**src/pcbn_pkg.sv**
```systemverilog
// pcbn_pkg: shared types and constants for the per-class box suppression block
// no dependencies
package pcbn_pkg;

  localparam int unsigned ClassW = 7;
  localparam int unsigned FieldW = 16;

  typedef struct packed {
    logic [FieldW-1:0] height;
    logic [FieldW-1:0] width;
    logic [FieldW-1:0] cy;
    logic [FieldW-1:0] cx;
  } box_t;

  typedef struct packed {
    logic [ClassW-1:0] cls;
    logic [FieldW-1:0] score;
  } key_t;

  localparam logic [0:0] CfgNumClasses = 1'b0;
  localparam logic [0:0] CfgIouThresh  = 1'b1;

endpackage

```
**src/pcbn_iou.sv**
```systemverilog
// pcbn_iou: pipelined iou overlap test between two boxes
// depends on pcbn_pkg
module pcbn_iou
  import pcbn_pkg::*;
(
  input  logic        clk,
  input  logic        rst_n,
  input  logic        in_vld,
  input  box_t        box_a,
  input  box_t        box_b,
  input  logic [15:0] thresh,
  output logic        hit_vld,
  output logic        hit
);

  logic signed [18:0] al, ar, at, ab, bl, br, bt, bb;
  logic signed [18:0] l_r, r_r, t_r, b_r;
  logic [15:0] aw_r, ah_r, bw_r, bh_r;
  logic v1_r, v2_r, v3_r, v4_r, v5_r;
  logic signed [19:0] dx, dy;
  logic [19:0] dx_r, dy_r;
  logic ok_r, ok2_r, ok3_r;
  logic [39:0] inter_r;
  logic [31:0] aa_r, ba_r;
  logic [31:0] aa2_r, ba2_r;
  logic [41:0] uni;
  logic [41:0] uni_r, inter2_r;
  logic [57:0] lhs_r, rhs_r;

  always_comb begin
    al = 19'(2 * $signed({box_a.cx[15], box_a.cx})) - 19'($signed({3'b0, box_a.width}));
    ar = 19'(2 * $signed({box_a.cx[15], box_a.cx})) + 19'($signed({3'b0, box_a.width}));
    at = 19'(2 * $signed({box_a.cy[15], box_a.cy})) - 19'($signed({3'b0, box_a.height}));
    ab = 19'(2 * $signed({box_a.cy[15], box_a.cy})) + 19'($signed({3'b0, box_a.height}));
    bl = 19'(2 * $signed({box_b.cx[15], box_b.cx})) - 19'($signed({3'b0, box_b.width}));
    br = 19'(2 * $signed({box_b.cx[15], box_b.cx})) + 19'($signed({3'b0, box_b.width}));
    bt = 19'(2 * $signed({box_b.cy[15], box_b.cy})) - 19'($signed({3'b0, box_b.height}));
    bb = 19'(2 * $signed({box_b.cy[15], box_b.cy})) + 19'($signed({3'b0, box_b.height}));
    dx = 20'(r_r) - 20'(l_r);
    dy = 20'(b_r) - 20'(t_r);
    uni = 42'({aa2_r, 2'b0}) + 42'({ba2_r, 2'b0}) - 42'(inter_r);
  end

  always_ff @(posedge clk) begin
    if (!rst_n) begin
      v1_r <= 1'b0; v2_r <= 1'b0; v3_r <= 1'b0; v4_r <= 1'b0; v5_r <= 1'b0;
    end else begin
      v1_r <= in_vld; v2_r <= v1_r; v3_r <= v2_r; v4_r <= v3_r; v5_r <= v4_r;
    end
    l_r <= (al > bl) ? al : bl;
    r_r <= (ar < br) ? ar : br;
    t_r <= (at > bt) ? at : bt;
    b_r <= (ab < bb) ? ab : bb;
    aw_r <= box_a.width; ah_r <= box_a.height;
    bw_r <= box_b.width; bh_r <= box_b.height;
    // stage 2: extents and areas
    ok_r <= !(dx < 0 || dy < 0);
    dx_r <= dx[19:0];
    dy_r <= dy[19:0];
    aa_r <= aw_r * ah_r;
    ba_r <= bw_r * bh_r;
    // stage 3: intersection (extents are non-negative when ok)
    ok2_r <= ok_r;
    inter_r <= 40'(dx_r) * 40'(dy_r);
    aa2_r <= aa_r;
    ba2_r <= ba_r;
    // stage 4: union
    ok3_r <= ok2_r;
    inter2_r <= 42'(inter_r);
    uni_r <= uni;
    // stage 5: compare
    lhs_r <= {inter2_r[41:0], 16'b0};
    rhs_r <= 58'(thresh) * 58'(uni_r);
  end

  logic ok4_r;
  always_ff @(posedge clk) ok4_r <= ok3_r;

  assign hit_vld = v5_r;
  assign hit = ok4_r && (lhs_r > rhs_r);

endmodule

```
**config.mk**
```make
export PLATFORM = sky130hd
export DESIGN_NAME = pcbn_iou
export DESIGN_NICKNAME = d
export VERILOG_FILES = /design/src/pcbn_pkg.sv /design/src/pcbn_iou.sv
export SDC_FILE = /design/constraint.sdc
export NUM_CORES = 2
export LEC_CHECK = 0
export ABC_CLOCK_PERIOD_IN_PS = 10510
export BUFFER_PORTS_ARGS = -buffer_cell sky130_fd_sc_hd__buf_4
export CAP_MARGIN = 20
export CORE_UTILIZATION = 62
export CTS_CLUSTER_SIZE = 25
export DETAILED_ROUTE_END_ITERATION = 10
export PLACE_DENSITY = 0.87
export SLEW_MARGIN = 10
export SYNTH_ARGS = -nofsm -noshare
export SYNTH_HDL_FRONTEND = slang
export SYNTH_SLANG_ARGS = --single-unit
```
**constraint.sdc**
```tcl
create_clock -name clk -period 10.51 [get_ports clk]
set_input_delay 2.6275 -clock clk [delete_from_list [all_inputs] [get_ports clk]]
set_output_delay 2.6275 -clock clk [all_outputs]
set_load 0.005 [all_outputs]
```
==> summary.txt <==
Drt
  • Routed WL per cell: roughly 19 µm
  • Drt via density: between 5 and 6
  • ANT nets after route: 0
  • Total Routed Length: around 190 mm
  • 1st-iter DRT viols: 4011
  • Drt pass-1 iters: 6
  • DRC viols: 0
  • Routed via count: about 56000

Worst setup path
  • Setup Crit Path Kind: input port to register
  • Worst path required time: roughly 11 ns
  • Worst-path maximum fanout: 41
  • Critical Path Sink Type: register
  • Crit-path most repeated cell: fa_1
  • CP Launch Type: input port
  • Worst EP arrival: approximately 9.6 ns
  • CP startpoint: thresh[2]
  • FF-to-FF Start: dx_r[8]
  • Buf/Inv on CP: 4
  • CP top delay family: adder cells
  • Slowest-stage cell, CP: a2111oi_2
  • Cell Chain, Critical Path: buf_4 > nand2_1 > fa_1 > fa_1 > fa_1 > inv_1 > fa_1 > fa_1 > inv_1 > fa_1 > inv_1 > ha_1 > a21oi_1 > a21boi_0 > a31oi_1 > nand4_1 > a2111oi_2 > a21oi_1 > a31oi_1 > a41oi_1 > o21ai_0 > xor2_1
  • CP peak stage delay: 0.67 ns

Global routing
  • First-pass GRT wire length: 308 mm
  • GRT Total Usage: 0.318
  • Largest net degree at the start of global routing: between 40 and 50
  • Vias in the first global route: 60360
  • Initial antenna violation count: 11
  • GR Overflow Total: 0

CTS
  • Post_cts resized: 0
  • H-Tree Depth: 2
  • Clk sink count: about 530
  • Setup Fix Bufs, Post-CTS: 0
  • CTS Buffer Depth: 3
  • CTS tree: built
  • Worst-Skew Late Latency: between 0.6 and 0.7 ns
  • CTS Buf Count: 50
  • Worst-path clk slew: 0.07 ns
  • Clock Root Buffer: clkbuf_16
  • Hold buffers post-CTS: 0

Logic synthesis
  • Sequential fraction of the synthesis area: 0.142
  • Share of the synthesized area in the top cell type: 0.349
  • Post-synth ARST share: 0
  • Synthesized area: approximately 0.075 mm²
  • Post-synth EDFFs: 0
  • Primary FF master, synth: dfxtp_1
  • Mean Syn Cell Area: 8.95 µm²
  • Unique masters post-synth: 85
  • Area leader, netlist: fa_1
  • Post-Synthesis Cells: ~8400
  • Area contributors post-synth: fa_1, dfxtp_1, ha_1
  • Syn Nets: 10619
  • Warnings, synthesis: 0
  • Commonest cells in the netlist: inv_1, fa_1, nand2_1
  • Count leader, synth: inv_1
  • Synthesized flop and latch total: ~530

Status
  • Status: completed

STA
  • Setup TNS: 0 ns
  • RSZ-0062 raised after global routing: false
  • Slew headroom: 0.221
  • Worst Tran Pin Value: about 1.2 ns
  • Max-slew violation count: 0
  • Tcrit/Tclk final: 0.863
  • Fin Clk Skew: roughly 0.026 ns
  • Final setup violation count: 0
  • Fmax: between 100 and 150 MHz
  • Final worst path period need: around 9.1 ns
  • Final Hold Vio Count: 0

Hold path
  • Hold WC Path Type: register to register
  • Hold path startpoint: inter2_r[4]

Die
  • Die Height: 350 µm
  • Core area: ~0.12 mm²
  • Die X: around 350 µm
  • Die area: about 0.12 mm²
  • Rows: 127
  • Starting Density: 0.625
  • I/O pin count: around 150

Placed design
  • DP HPWL: between 150 and 200 mm
  • GP Congestion: approximately 0.97
  • IO Port Bufs: between 100 and 150

Final layout
  • Fillers: around 9100
  • Synth-to-layout area growth: 4.95%
  • Final net count: around 11000
  • Share of cells above drive strength 1: 0.0348

Job
  • Max-Cap Viols: 0
[worst reg2reg max path, cell delays in order, from the launching register on]
cell      delay, ns
dfxtp_1        1.09
and2_1         0.27
fa_1           0.44
fa_1           0.52
inv_1          0.05
fa_1           0.48
inv_1          0.06
fa_1           0.49
inv_1          0.05
fa_1           0.53
inv_1          0.06
fa_1           0.48
inv_1          0.05
fa_1           0.47
inv_1          0.04
ha_1           0.35
and2_1         0.20
and3_1         0.18
a221o_1        0.37
a21o_1         0.22
a211o_1        0.37
a221oi_2       0.54
o21a_1         0.25
o31ai_1        0.11
xor2_1         0.15
[per-layer routing]
layer | up-vias | share of wire | track usage | routed length [µm]
met3 | 501 | 0.087 | 0.0554 | 16300
met5 | - | 0.00023 | 0 | 43
met4 | 6 | 0.050 | 0.146 | 9450
li1 | 25257 | - | - | -
met2 | 2621 | 0.48 | 0.539 | 90000
met1 | 27254 | 0.38 | 0.395 | 72000
[state kept, by name, summed over array words and instances (netlist names), 20 cells and up]
name,flops
aa2_r,32
aa_r,32
ba2_r,32
ba_r,32
dx_r,20
dy_r,20
inter2_r,39
inter_r,40
lhs_r,40
rhs_r,58
uni_r,41
[cell families (layout without fill, tap and decap cells)]
group / Yosys count / count (layout) / share of synthesized area
AOI/OAI and AO/OA: 949 / 949 / 0.0821
xor gates and xnor gates: 311 / 311 / 0.0363
adders and majority gates: 2097 / 2097 / 0.481
buffers and inverters: 2137 / 2072 / 0.107
DFF: 531 / 531 / 0.142
muxes: 28 / 28 / 0.00380
other: 0 / 2 / 0
and+or+nand+nor: 2322 / 2322 / 0.148
[final cells by class]
class	instances	area [µm²]	area share
clock inverters	27	278	0.00353
repair buffers	161	1220	0.0155
well taps	1612	2020	0.0256
clock buffers	62	1370	0.0174
diodes	2	5.00	0.0000636
inverters	1822	6840	0.0869
flip-flops and latches	531	10600	0.135
multi-input cells	5707	56300	0.716
[metrics by stage]
step,area [µm²],worst slack [ns],instances,hold slack (ns),util
3_3_place_gp,77000,1.04,9832,0.311,0.642
6_report,78700,1.44,9924,0.323,0.656
2_1_floorplan,75000,2.08,8375,0.310,-
4_1_cts,78700,1.58,9922,0.324,0.656
5_1_grt,78700,1.14,9923,0.332,0.656
3_5_place_dp,77100,0.970,9833,0.312,0.642
[final timing paths]
kind / slack (ns) / cells after the start / endpoint
max: 1.44 / 22 / rhs_r[51]
min: 0.32 / 0 / lhs_r[20]
max reg2reg: 2.59 / 24 / inter_r[38]
min reg2reg: 0.32 / 0 / lhs_r[20]
[placed cells by master (no fill, tap or decap), types with 152 or more instances in the layout]
cell,synthesis,routed
a21o_1,152,152
a21oi_1,308,308
and2_1,623,623
buf_4,1,160
dfxtp_1,531,531
fa_1,1307,1307
ha_1,790,790
inv_1,1822,1822
nand2_1,1138,1138
nor2_1,203,203
o21ai_0,154,153
xnor2_1,226,226
Power is not shown: default switching activity piles up to over one toggle a cycle in this logic, so the estimate is an artifact.
